## src/tmth_pkg.sv

```systemverilog
`timescale 1ns / 1ps

package tmth_pkg;

  localparam int SC_W       = 7;
  localparam int CAL_RAW_W  = 12;
  localparam int TEMP_W     = 16;
  localparam int THR_W      = 15;
  localparam int OUT_RAW_W  = 12;
  localparam int CFG_IDX_W  = 3;
  localparam int CFG_DATA_W = 16;
  localparam int MIN_COUNT  = 3;

  localparam logic [SC_W-1:0]      RST_SAMPLE_COUNT = 7'd10;
  localparam logic [CAL_RAW_W-1:0] RST_CAL_LOW_RAW  = 12'd3269;
  localparam logic [TEMP_W-1:0]    RST_CAL_LOW_TEMP = 16'd2222;
  localparam logic [CAL_RAW_W-1:0] RST_CAL_HIGH_RAW = 12'd3811;
  localparam logic [TEMP_W-1:0]    RST_CAL_HIGH_TEMP = 16'd2900;
  localparam logic [THR_W-1:0]     RST_THRESHOLD    = 15'd4;

  localparam logic signed [TEMP_W-1:0] TEMP_MAX = 16'sh7FFF;
  localparam logic signed [TEMP_W-1:0] TEMP_MIN = 16'sh8000;

  typedef enum logic [CFG_IDX_W-1:0] {
    REG_SAMPLE_COUNT  = 3'd0,
    REG_CAL_LOW_RAW   = 3'd1,
    REG_CAL_LOW_TEMP  = 3'd2,
    REG_CAL_HIGH_RAW  = 3'd3,
    REG_CAL_HIGH_TEMP = 3'd4,
    REG_THRESHOLD     = 3'd5
  } cfg_reg_t;

  typedef enum logic [3:0] {
    ST_ACC,
    ST_TRIM,
    ST_DIV1,
    ST_WAIT1,
    ST_MUL,
    ST_MAG,
    ST_DIV2,
    ST_WAIT2,
    ST_SAT,
    ST_REPORT
  } state_t;

endpackage

```

## src/tmth_div.sv

```systemverilog
`timescale 1ns / 1ps

module tmth_div import tmth_pkg::*; #(
  parameter int DVD_W = 29,
  parameter int DVS_W = 12
) (
  input  logic             clk,
  input  logic             rst,
  input  logic             start,
  input  logic [DVD_W-1:0] dividend,
  input  logic [DVS_W-1:0] divisor,
  output logic             done,
  output logic [DVD_W-1:0] quotient
);

  localparam int ITER_W = $clog2(DVD_W + 1);

  logic [DVS_W-1:0]  rem;
  logic [DVD_W-1:0]  quo;
  logic [ITER_W-1:0] iter;
  logic              busy;
  logic [DVS_W:0]    shifted;
  logic [DVS_W+1:0]  diff;
  logic              ge;

  // restoring division, one quotient bit per cycle
  always_comb begin
    shifted = {rem, quo[DVD_W-1]};
    diff    = {1'b0, shifted} - {2'b00, divisor};
    ge      = !diff[DVS_W+1];
  end

  always_ff @(posedge clk) begin
    if (rst) begin
      busy <= 1'b0;
      done <= 1'b0;
    end else begin
      done <= 1'b0;
      if (start) begin
        busy <= 1'b1;
        iter <= ITER_W'(DVD_W);
        rem  <= '0;
        quo  <= dividend;
      end else if (busy) begin
        rem  <= ge ? diff[DVS_W-1:0] : shifted[DVS_W-1:0];
        quo  <= {quo[DVD_W-2:0], ge};
        iter <= iter - ITER_W'(1);
        if (iter == ITER_W'(1)) begin
          busy <= 1'b0;
          done <= 1'b1;
        end
      end
    end
  end

  assign quotient = quo;

endmodule

```

## src/trimmed_mean_two_point_thermometer.sv

```systemverilog
`timescale 1ns / 1ps

// Trimmed-mean thermometer. Each adc_sample request is folded into a running
// sum, minimum and maximum. The last sample of a block (sample_count samples,
// clamped to 3..MAX_SAMPLES) starts the end-of-block sequence, during which
// in_ready is low: the trimmed mean (sum minus min and max, over count minus 2)
// and, unless the calibration raws are equal, the calibration quotient are
// taken by one shared restoring divider at one bit per cycle, with a single
// multiply between them. The sequence ends by waiting while the previous result
// is still held at the output; in_ready is high in all other states. One result
// request is produced per block and held in an output register, so the next
// block's samples are taken while it waits.
// Configuration writes are always accepted and must only be issued while the
// block is idle.

module trimmed_mean_two_point_thermometer import tmth_pkg::*; #(
  parameter int MAX_SAMPLES = 64,
  parameter int ADC_BITS    = 12
) (
  input  logic                         clk,
  input  logic                         rst,
  input  logic                         cfg_valid,
  output logic                         cfg_ready,
  input  logic [CFG_IDX_W-1:0]         cfg_index,
  input  logic [CFG_DATA_W-1:0]        cfg_data,
  input  logic                         in_valid,
  output logic                         in_ready,
  input  logic [ADC_BITS-1:0]          adc_sample,
  output logic                         out_valid,
  input  logic                         out_ready,
  output logic [OUT_RAW_W-1:0]         average_raw,
  output logic signed [TEMP_W-1:0]     temperature_centi,
  output logic                         report,
  output logic                         saturated,
  output logic                         calibration_invalid
);

  localparam int CNT_W  = $clog2(MAX_SAMPLES + 1);
  localparam int SUM_W  = ADC_BITS + CNT_W;
  localparam int RAW_W  = (ADC_BITS > CAL_RAW_W) ? ADC_BITS : CAL_RAW_W;
  localparam int D_W    = RAW_W + 1;
  localparam int CD_W   = TEMP_W + 1;
  localparam int PROD_W = D_W + CD_W;
  localparam int MAG_W  = PROD_W - 1;
  localparam int DVD_W  = (MAG_W > SUM_W) ? MAG_W : SUM_W;
  localparam int DVS_W  = (CAL_RAW_W > CNT_W) ? CAL_RAW_W : CNT_W;
  localparam int NW     = (CNT_W > SC_W) ? CNT_W : SC_W;
  localparam int T_W    = DVD_W + 2;
  localparam int RD_W   = CAL_RAW_W + 1;

  state_t state, state_next;

  logic [SC_W-1:0]             sample_count;
  logic [CAL_RAW_W-1:0]        cal_low_raw;
  logic signed [TEMP_W-1:0]    cal_low_temp;
  logic [CAL_RAW_W-1:0]        cal_high_raw;
  logic signed [TEMP_W-1:0]    cal_high_temp;
  logic [THR_W-1:0]            report_threshold;

  logic [CNT_W-1:0]            block_counter;
  logic [SUM_W-1:0]            running_sum;
  logic [ADC_BITS-1:0]         block_minimum;
  logic [ADC_BITS-1:0]         block_maximum;
  logic signed [TEMP_W-1:0]    last_reported_temp;

  logic [DVD_W-1:0]            dvd;
  logic [DVS_W-1:0]            dvs;
  logic [DVD_W-1:0]            quotient;
  logic                        div_start;
  logic                        div_done;

  logic [ADC_BITS-1:0]         avg;
  logic signed [PROD_W-1:0]    prod;
  logic                        q_neg;
  logic signed [TEMP_W-1:0]    temp;
  logic                        sat;
  logic                        inval;

  logic                        in_acc;
  logic                        out_load;
  logic [NW-1:0]               sc_ext;
  logic [NW-1:0]               n_eff;
  logic [CNT_W-1:0]            taken;
  logic                        block_end;
  logic signed [D_W-1:0]       d;
  logic signed [CD_W-1:0]      cd;
  logic signed [RD_W-1:0]      rd;
  logic [PROD_W-1:0]           prod_abs;
  logic [RD_W-1:0]             rd_abs;
  logic signed [DVD_W:0]       q_s;
  logic signed [T_W-1:0]       t_wide;
  logic signed [TEMP_W:0]      diff;
  logic [TEMP_W:0]             diff_abs;
  logic                        rep;

  tmth_div #(
    .DVD_W (DVD_W),
    .DVS_W (DVS_W)
  ) u_div (
    .clk      (clk),
    .rst      (rst),
    .start    (div_start),
    .dividend (dvd),
    .divisor  (dvs),
    .done     (div_done),
    .quotient (quotient)
  );

  assign cfg_ready = 1'b1;

  always_comb begin
    sc_ext = NW'(sample_count);
    if (sc_ext < NW'(MIN_COUNT)) begin
      n_eff = NW'(MIN_COUNT);
    end else if (sc_ext > NW'(MAX_SAMPLES)) begin
      n_eff = NW'(MAX_SAMPLES);
    end else begin
      n_eff = sc_ext;
    end
    taken     = block_counter + CNT_W'(1);
    block_end = NW'(taken) >= n_eff;

    d        = D_W'(avg) - D_W'(cal_low_raw);
    cd       = CD_W'(cal_high_temp) - CD_W'(cal_low_temp);
    rd       = RD_W'(cal_high_raw) - RD_W'(cal_low_raw);
    prod_abs = prod[PROD_W-1] ? -prod : prod;
    rd_abs   = rd[RD_W-1] ? -rd : rd;
    q_s      = q_neg ? -$signed({1'b0, quotient}) : $signed({1'b0, quotient});
    t_wide   = T_W'(cal_low_temp) + T_W'(q_s);

    diff     = (TEMP_W+1)'(temp) - (TEMP_W+1)'(last_reported_temp);
    diff_abs = diff[TEMP_W] ? -diff : diff;
    rep      = diff_abs >= (TEMP_W+1)'(report_threshold);
  end

  always_comb begin
    state_next = state;
    in_ready   = 1'b0;
    div_start  = 1'b0;
    out_load   = 1'b0;
    case (state)
      ST_ACC: begin
        in_ready = 1'b1;
        if (in_valid && block_end) begin
          state_next = ST_TRIM;
        end
      end
      ST_TRIM: state_next = ST_DIV1;
      ST_DIV1: begin
        div_start  = 1'b1;
        state_next = ST_WAIT1;
      end
      ST_WAIT1: begin
        if (div_done) begin
          state_next = (cal_high_raw == cal_low_raw) ? ST_REPORT : ST_MUL;
        end
      end
      ST_MUL: state_next = ST_MAG;
      ST_MAG: state_next = ST_DIV2;
      ST_DIV2: begin
        div_start  = 1'b1;
        state_next = ST_WAIT2;
      end
      ST_WAIT2: begin
        if (div_done) begin
          state_next = ST_SAT;
        end
      end
      ST_SAT: state_next = ST_REPORT;
      ST_REPORT: begin
        if (!out_valid || out_ready) begin
          out_load   = 1'b1;
          state_next = ST_ACC;
        end
      end
      default: state_next = ST_ACC;
    endcase
  end

  assign in_acc = in_valid && in_ready;

  always_ff @(posedge clk) begin
    if (rst) begin
      state <= ST_ACC;
    end else begin
      state <= state_next;
    end
  end

  always_ff @(posedge clk) begin
    if (rst) begin
      sample_count     <= RST_SAMPLE_COUNT;
      cal_low_raw      <= RST_CAL_LOW_RAW;
      cal_low_temp     <= RST_CAL_LOW_TEMP;
      cal_high_raw     <= RST_CAL_HIGH_RAW;
      cal_high_temp    <= RST_CAL_HIGH_TEMP;
      report_threshold <= RST_THRESHOLD;
    end else if (cfg_valid && cfg_ready) begin
      case (cfg_reg_t'(cfg_index))
        REG_SAMPLE_COUNT:  sample_count     <= cfg_data[SC_W-1:0];
        REG_CAL_LOW_RAW:   cal_low_raw      <= cfg_data[CAL_RAW_W-1:0];
        REG_CAL_LOW_TEMP:  cal_low_temp     <= cfg_data;
        REG_CAL_HIGH_RAW:  cal_high_raw     <= cfg_data[CAL_RAW_W-1:0];
        REG_CAL_HIGH_TEMP: cal_high_temp    <= cfg_data;
        REG_THRESHOLD:     report_threshold <= cfg_data[THR_W-1:0];
        default: ;
      endcase
    end
  end

  always_ff @(posedge clk) begin
    if (rst) begin
      block_counter <= '0;
      running_sum   <= '0;
      block_minimum <= '1;
      block_maximum <= '0;
    end else if (in_acc) begin
      block_counter <= taken;
      running_sum   <= running_sum + SUM_W'(adc_sample);
      if (adc_sample < block_minimum) begin
        block_minimum <= adc_sample;
      end
      if (adc_sample > block_maximum) begin
        block_maximum <= adc_sample;
      end
    end else if (state == ST_TRIM) begin
      block_counter <= '0;
      running_sum   <= '0;
      block_minimum <= '1;
      block_maximum <= '0;
    end
  end

  always_ff @(posedge clk) begin
    case (state)
      ST_TRIM: begin
        dvd <= DVD_W'(running_sum - SUM_W'(block_minimum) - SUM_W'(block_maximum));
        dvs <= DVS_W'(block_counter - CNT_W'(2));
      end
      ST_WAIT1: begin
        if (div_done) begin
          avg   <= quotient[ADC_BITS-1:0];
          temp  <= cal_low_temp;
          sat   <= 1'b0;
          inval <= (cal_high_raw == cal_low_raw);
        end
      end
      ST_MUL: prod <= PROD_W'(d) * PROD_W'(cd);
      ST_MAG: begin
        dvd   <= DVD_W'(prod_abs);
        dvs   <= DVS_W'(rd_abs);
        q_neg <= prod[PROD_W-1] ^ rd[RD_W-1];
      end
      ST_SAT: begin
        if (t_wide > T_W'(TEMP_MAX)) begin
          temp <= TEMP_MAX;
          sat  <= 1'b1;
        end else if (t_wide < T_W'(TEMP_MIN)) begin
          temp <= TEMP_MIN;
          sat  <= 1'b1;
        end else begin
          temp <= t_wide[TEMP_W-1:0];
          sat  <= 1'b0;
        end
      end
      default: ;
    endcase
  end

  always_ff @(posedge clk) begin
    if (rst) begin
      out_valid          <= 1'b0;
      last_reported_temp <= '0;
    end else begin
      if (out_load) begin
        out_valid <= 1'b1;
        if (rep) begin
          last_reported_temp <= temp;
        end
      end else if (out_ready) begin
        out_valid <= 1'b0;
      end
    end
  end

  always_ff @(posedge clk) begin
    if (out_load) begin
      average_raw         <= OUT_RAW_W'(avg);
      temperature_centi   <= temp;
      report              <= rep;
      saturated           <= sat;
      calibration_invalid <= inval;
    end
  end

endmodule

```

## config.mk

```make
export PLATFORM = sky130hd
export DESIGN_NAME = trimmed_mean_two_point_thermometer
export DESIGN_NICKNAME = d
export VERILOG_FILES = /design/src/tmth_pkg.sv /design/src/tmth_div.sv /design/src/trimmed_mean_two_point_thermometer.sv
export SDC_FILE = /design/constraint.sdc
export NUM_CORES = 2
export LEC_CHECK = 0
export ABC_CLOCK_PERIOD_IN_PS = 10200
export BUFFER_PORTS_ARGS = -buffer_cell sky130_fd_sc_hd__buf_2
export CELL_PAD_IN_SITES_DETAIL_PLACEMENT = 1
export CELL_PAD_IN_SITES_GLOBAL_PLACEMENT = 1
export CORE_UTILIZATION = 50
export DETAILED_ROUTE_END_ITERATION = 10
export PLACE_DENSITY_LB_ADDON = 0.15
export REMOVE_ABC_BUFFERS = 1
export SLEW_MARGIN = 15
export SYNTH_ARGS = -nofsm -noshare
export SYNTH_HDL_FRONTEND = slang
export SYNTH_SLANG_ARGS = --single-unit
```

## constraint.sdc

```tcl
create_clock -name clk -period 10.2 [get_ports clk]
set_input_delay 0.51 -clock clk [delete_from_list [all_inputs] [get_ports clk]]
set_output_delay 0.51 -clock clk [all_outputs]
set_load 0.005 [all_outputs]
```

# ---- Yosys cells after proc, flatten, opt, wreduce, memory -nomap -nowiden
# Cells that the tools add are included.
dict set report op_classes {
  n_addsub 16
  n_mul 1
  magnitude_cmp 8
  eq_ne 22
  n_mux 47
  bitwise 3
  reduce_logical 27
}
# cell count
set ops {}
lappend ops {{two-way mux 12 bit} 9}
lappend ops {{two-way mux 29 bit} 3}
lappend ops {{case mux 29 bit (2 select lines)} 1}
lappend ops {{two-way mux 16 bit} 3}
lappend ops {{case mux 4 bit (10 select lines)} 1}
lappend ops {{two-way mux 19 bit} 2}
lappend ops {{subtractor 16 x 16 -> 17 bit} 2}
lappend ops {{case mux 16 bit (2 select lines)} 1}
lappend ops {{adder 16 x 30 -> 31 bit} 1}
lappend ops {{greater-than comparator 31 x 16 -> 1 bit, second input constant} 1}
lappend ops {{less-than comparator 31 x 16 -> 1 bit, second input constant} 1}
lappend ops {{multiplier 13 x 17 -> 30 bit} 1}
lappend ops {{two-way mux 30 bit} 1}
lappend ops {{negation 29 -> 30 bit} 1}
lappend ops {{negation 29 bit} 1}
lappend ops {{two-way mux 7 bit} 4}
lappend ops {{subtractor 12 x 12 -> 13 bit} 2}
lappend ops {{case mux 12 bit (2 select lines)} 1}
lappend ops {{AND reduction 2 bit} 12}
lappend ops {{subtractor 20 x 13 -> 21 bit} 1}
lappend ops {{two-way mux 4 bit} 5}
lappend ops {{subtractor 19 x 12 -> 20 bit} 1}
lappend ops {{adder 19 x 12 -> 19 bit} 1}
lappend ops {{greater-or-equal comparator 17 x 15 -> 1 bit} 1}
lappend ops {{37 further kinds} 67}
dict set report totals {
  register_bits 330
  out_inout_bits 34
  elab_cells 155
}

# ---- Depth between registers and ports, before layout
dict set report depth {
  word_depth 7
  depth_mapped 37
  depth_no_buf 36
}

# ---- By module
# From an unflattened synthesis, not the netlist that was laid out.
dict set report unflattened {
  hier_cells 3361
  area_unflattened_um2 30231.5
}
# module n_inst cells_each area_each_um2 seq_area_each_um2
set modules_own_cells {}
lappend modules_own_cells {trimmed_mean_two_point_thermometer 1 3114 27368.7 6976.7}
lappend modules_own_cells {tmth_div 1 247 2862.7 1421.4}

# ---- Least setup slack after synthesis
# OpenSTA, ideal clock, no wires.
dict set report synth_timing {
  path_type {reg2reg}
  from {reg cal_low_temp[0]}
  to {reg prod[29] (data pin)}
  setup_time_ns 0.260
  t_arrival_ns 8.197
  required_time_ns 9.940
  setup_slack_ns 1.743
  stages_incl_launch_ff 32
  cell_sequence {dfxtp_1 > ha_1 > fa_1 > nor2b_1 > o21ai_1 > a21boi_1 > o21ai_0 > a21boi_1 > o21ai_0 > a21oi_1 > o41ai_2 > o21ba_2 > o21ai_1 > buf_2 > nor2_1 > fa_1 > inv_1 > fa_1 > inv_1 > fa_1 > fa_1 > fa_1 > ha_1 > ha_1 > a21o_1 > a21oi_1 > o21ai_0 > a41o_1 > o41a_1 > a21o_1 > a21oi_1 > xnor2_1}
}
dict set report synth_via {
  elab_chain_cells 2
}
# item line
set synth_rtl {}
lappend synth_rtl {{start, declared} trimmed_mean_two_point_thermometer.sv:55} ;# logic signed [TEMP_W-1:0] cal_low_temp;
lappend synth_rtl {{start signal, assigned} trimmed_mean_two_point_thermometer.sv:202} ;# REG_CAL_LOW_TEMP: cal_low_temp <= cfg_data;
lappend synth_rtl {{subtractor 16 x 16 -> 17 bit} trimmed_mean_two_point_thermometer.sv:124} ;# cd = CD_W'(cal_high_temp) - CD_W'(cal_low_temp);
lappend synth_rtl {{multiplier 13 x 17 -> 30 bit} trimmed_mean_two_point_thermometer.sv:248} ;# ST_MUL: prod <= PROD_W'(d) * PROD_W'(cd);
lappend synth_rtl {{end signal, assigned} trimmed_mean_two_point_thermometer.sv:248}
lappend synth_rtl {{end, declared} trimmed_mean_two_point_thermometer.sv:73} ;# logic signed [PROD_W-1:0] prod;
# Every way passes these cells.
# A chain may end at the register's enable or synchronous reset.

# ---- Final worst setup path
dict set report layout_timing {
  from {reg avg[0]}
  to {reg prod[28] (data pin)}
}
dict set report layout_via {
  elab_chain_cells 2
}
# item line
set layout_rtl {}
lappend layout_rtl {{start, declared} trimmed_mean_two_point_thermometer.sv:72} ;# logic [ADC_BITS-1:0] avg;
lappend layout_rtl {{start signal, assigned} trimmed_mean_two_point_thermometer.sv:242} ;# avg <= quotient[ADC_BITS-1:0];
lappend layout_rtl {{subtractor 12 x 12 -> 13 bit} trimmed_mean_two_point_thermometer.sv:123} ;# d = D_W'(avg) - D_W'(cal_low_raw);
lappend layout_rtl {{multiplier 13 x 17 -> 30 bit} trimmed_mean_two_point_thermometer.sv:248}
# Every way passes these cells.

==> results.ini <==
[status]
status=complete, but fails checks
failed_checks=DRC

[worst_setup_path]
endpoint_kind=register
critPathMaxFanout=18
reg2reg_to=prod[28]
cp.arrival_ns=9.93
r2r-start=avg[0]
slowest_stage=a21boi_1
criticalPathCategory=reg -> reg
slowest_delay_ns=0.84
r2r_cells=34
crit_family=adder cells
path_buf_inv=5
ff2ff_setup_slack_ns=0.60
required_ns=10.53
crit_top_cell=fa_1
critPathLaunchType=register

[global_routing]
grt_max_degree=60
antenna_found_initial=1
grt_pass1_vias=26400
grt_pass1_wl_um=144000
grtUsageTotal_pct=30.2
grt_overflow_total=0

[cells_and_area]
n_antenna_cell=0
final_layout_size_suffix_gt1_share_pct=7.17
finalNetCount=3899
area_growth_pct=8.50

[synthesis]
synth_seq_cells=330
ys_top_cells_by_count=435 x nand2_1, 369 x inv_1, 312 x nor2_1, 262 x ha_1, 216 x fa_1
synth_largest_area_cell=edfxtp_1
synth_xor_area_share_pct=6.58
synth_async_sr_flop_share_pct=0
netlist_area_um2=29900
dominantRegCellSynth=edfxtp_1
ys_warn_count=0
yosysUniqueCellTypes=110
yosysSeqAreaShare_pct=28.1
synth_edf_count=179
synthTopCellsByArea=edfxtp_1 18%, fa_1 14%, ha_1 11%
synth.top_cell.area_share_pct=18.0
yosysMostFrequentCell=nand2_1
synth_top_family_by_area=adder cells
postSynthAreaPerCell_um2=8.93
yosys.area_share.simple_pct=18.1
synthAdderAreaFrac_pct=25.4
syn_inst=3351
synth_compound_area_share_pct=14.7
synth_mux_area_share_pct=1.01

[drt]
drt-total-wl_um=90100
first_iter_violations=1468
via_count=24500
wl_met2_um=44800
wl_met1_um=38800
dr_wl_met3_um=3480
top_layer=met4
firstDrtPassIters=9
viasPerCell=5.85
drtAntennaViolNets=0
drc=17
wl_per_cell_um=21.5

[timing]
rsz0062_at_grt=no
hold_violations=0
hold_ws_ns=0.208
worst_slew_pin_slew_ns=1.17
post-route-period-util_pct=94.1
setup_viol=0
report.final.slew_viol_count=0
max_freq_ghz=0.104
min_period_ns=9.60
setup_total_negative_slack_ns=0
relSlewSlack_pct=21.8
finalClockSkew_ns=0.0300
worst_slack_ns=0.603

[clocking]
cts_tree=built
h-tree-depth=2
cts_buffers=41
clock_latency_ns=0.59
cts_resized=0
clk_pin_slew_ns=0.06
postCtsHoldBufs=0
post_cts_buffers=0
root_buffer=clkbuf_16
clk_path_buf_depth=3
clock-sinks=330

[power]
power_mw=11.6
p_clk_share_pct=13.4
power.leakage_nw=14.2
p_seq_share_pct=17.3
power_density_nw_per_um2=357
peakVddDrop_mv=1.37
p_int_mw=6.15
switching_share_pct=47.0
switching_power_mw=5.46
p_comb_share_pct=69.3

[floorplanning]
die_x_um=247
rows=89
die_area_um2=60800
coreArea_um2=59100
io_pins=70
die_y_um=247
initial_utilization_pct=50.6

[placement]
hpwl_um=71100
gp_congestion=0.923
place_ws_ns=0.862
port_buffers=68

[hold_path]
whs_path_depth=3
hold_end=cal_low_temp[15]
worstHoldStart=cfg_data[15]
hp-class=in -> reg

[run]
max_cap_viol_count=0

## registers in the layout (all words and copies together), names as in the netlist, 15 cells and up
register and cells:
cal_high_temp 16, cal_low_temp 16, dvd 29, last_reported_temp 16
prod 30, report_threshold 15, running_sum 19, temp 16
temperature_centi 16, u_div.quotient 29
## cells in the final DEF (no fill, tap or decap), types with 22 or more instances in the layout
cell type,n
buf_4,33
fa_1,216
nand3b_1,22
mux2i_1,28
a211oi_1,28
a21oi_1,183
inv_1,369
nor3_1,61
or2_2,23
nor2_1,307
nor2b_1,46
o21bai_1,31
ha_1,262
o21ai_0,116
nand2b_1,50
buf_2,67
nand2_1,435
or3_1,24
a31oi_1,23
xnor2_1,153
edfxtp_1,179
a21o_1,70
nand3_1,43
dfxtp_1,151
xor2_1,67
clkbuf_16,42
## worst register-to-register path, delay by kind of cell (launching register included)
family / cells / cell delay [ns]
AOI/OAI and AO/OA: 14 / 3.51
xor gates and xnor gates: 2 / 0.25
adders and majority gates: 9 / 4.14
buffers and inverters: 5 / 0.51
DFF: 1 / 0.34
and+or+nand+nor: 4 / 0.60
## power groups by stage
stage	Combinational (mW)	Sequential, mW	Clock [mW]
5_1_grt	9.04	2.02	1.63
3_3_place_gp	7.71	2.03	0
2_1_floorplan	5.73	2.01	0
4_1_cts	8.19	2.01	1.57
3_5_place_dp	8.03	2.04	0
6_report	8.04	2.01	1.55
## metrics by stage
stage	instances	util, %	area, µm²
finish	4190	54.9	32500
global route	4190	54.9	32500
CTS	4190	54.9	32500
detailed placement	4115	52.5	31000
global placement	4115	52.5	31000
floorplan	3242	-	29500
## final cells by class
class | count | area, µm²
fill | 6887 | 26700
timing repair buffer | 100 | 583
clock buffer | 49 | 1090
inverter | 370 | 1390
sequential | 330 | 8400
multi-input combinational | 2542 | 19700
clock inverter | 26 | 330
tap | 773 | 967
## per-layer routing
metal	vias up	GRT usage (%)
met4	0	10.3
li1	11500	-
met3	157	3.19
met5	-	0
met1	12400	38.6
met2	512	52.8
## cell families (layout without fill, tap and decap cells)
| family | Yosys count | count (layout) |
|---|---|---|
| AOI/OAI and AO/OA | 658 | 658 |
| buffers and inverters | 479 | 545 |
| adders and majority gates | 478 | 478 |
| and+or+nand+nor | 1152 | 1152 |
| muxes | 30 | 30 |
| DFF | 330 | 330 |
| other | 1 | 1 |
| xor gates and xnor gates | 223 | 223 |
## worst max-delay path by stage
| stage | startpoint | endpoint | cells after the start |
|---|---|---|---|
| after floorplan | cal_low_temp[0] | prod[29] | 30 |
| after global placement | avg[0] | prod[29] | 34 |
| after detailed placement | avg[0] | prod[29] | 35 |
| after CTS | avg[0] | prod[28] | 34 |
| after global routing | avg[0] | prod[28] | 34 |
| final | avg[0] | prod[28] | 34 |
Note: power is estimated with default switching activity, not from simulation.
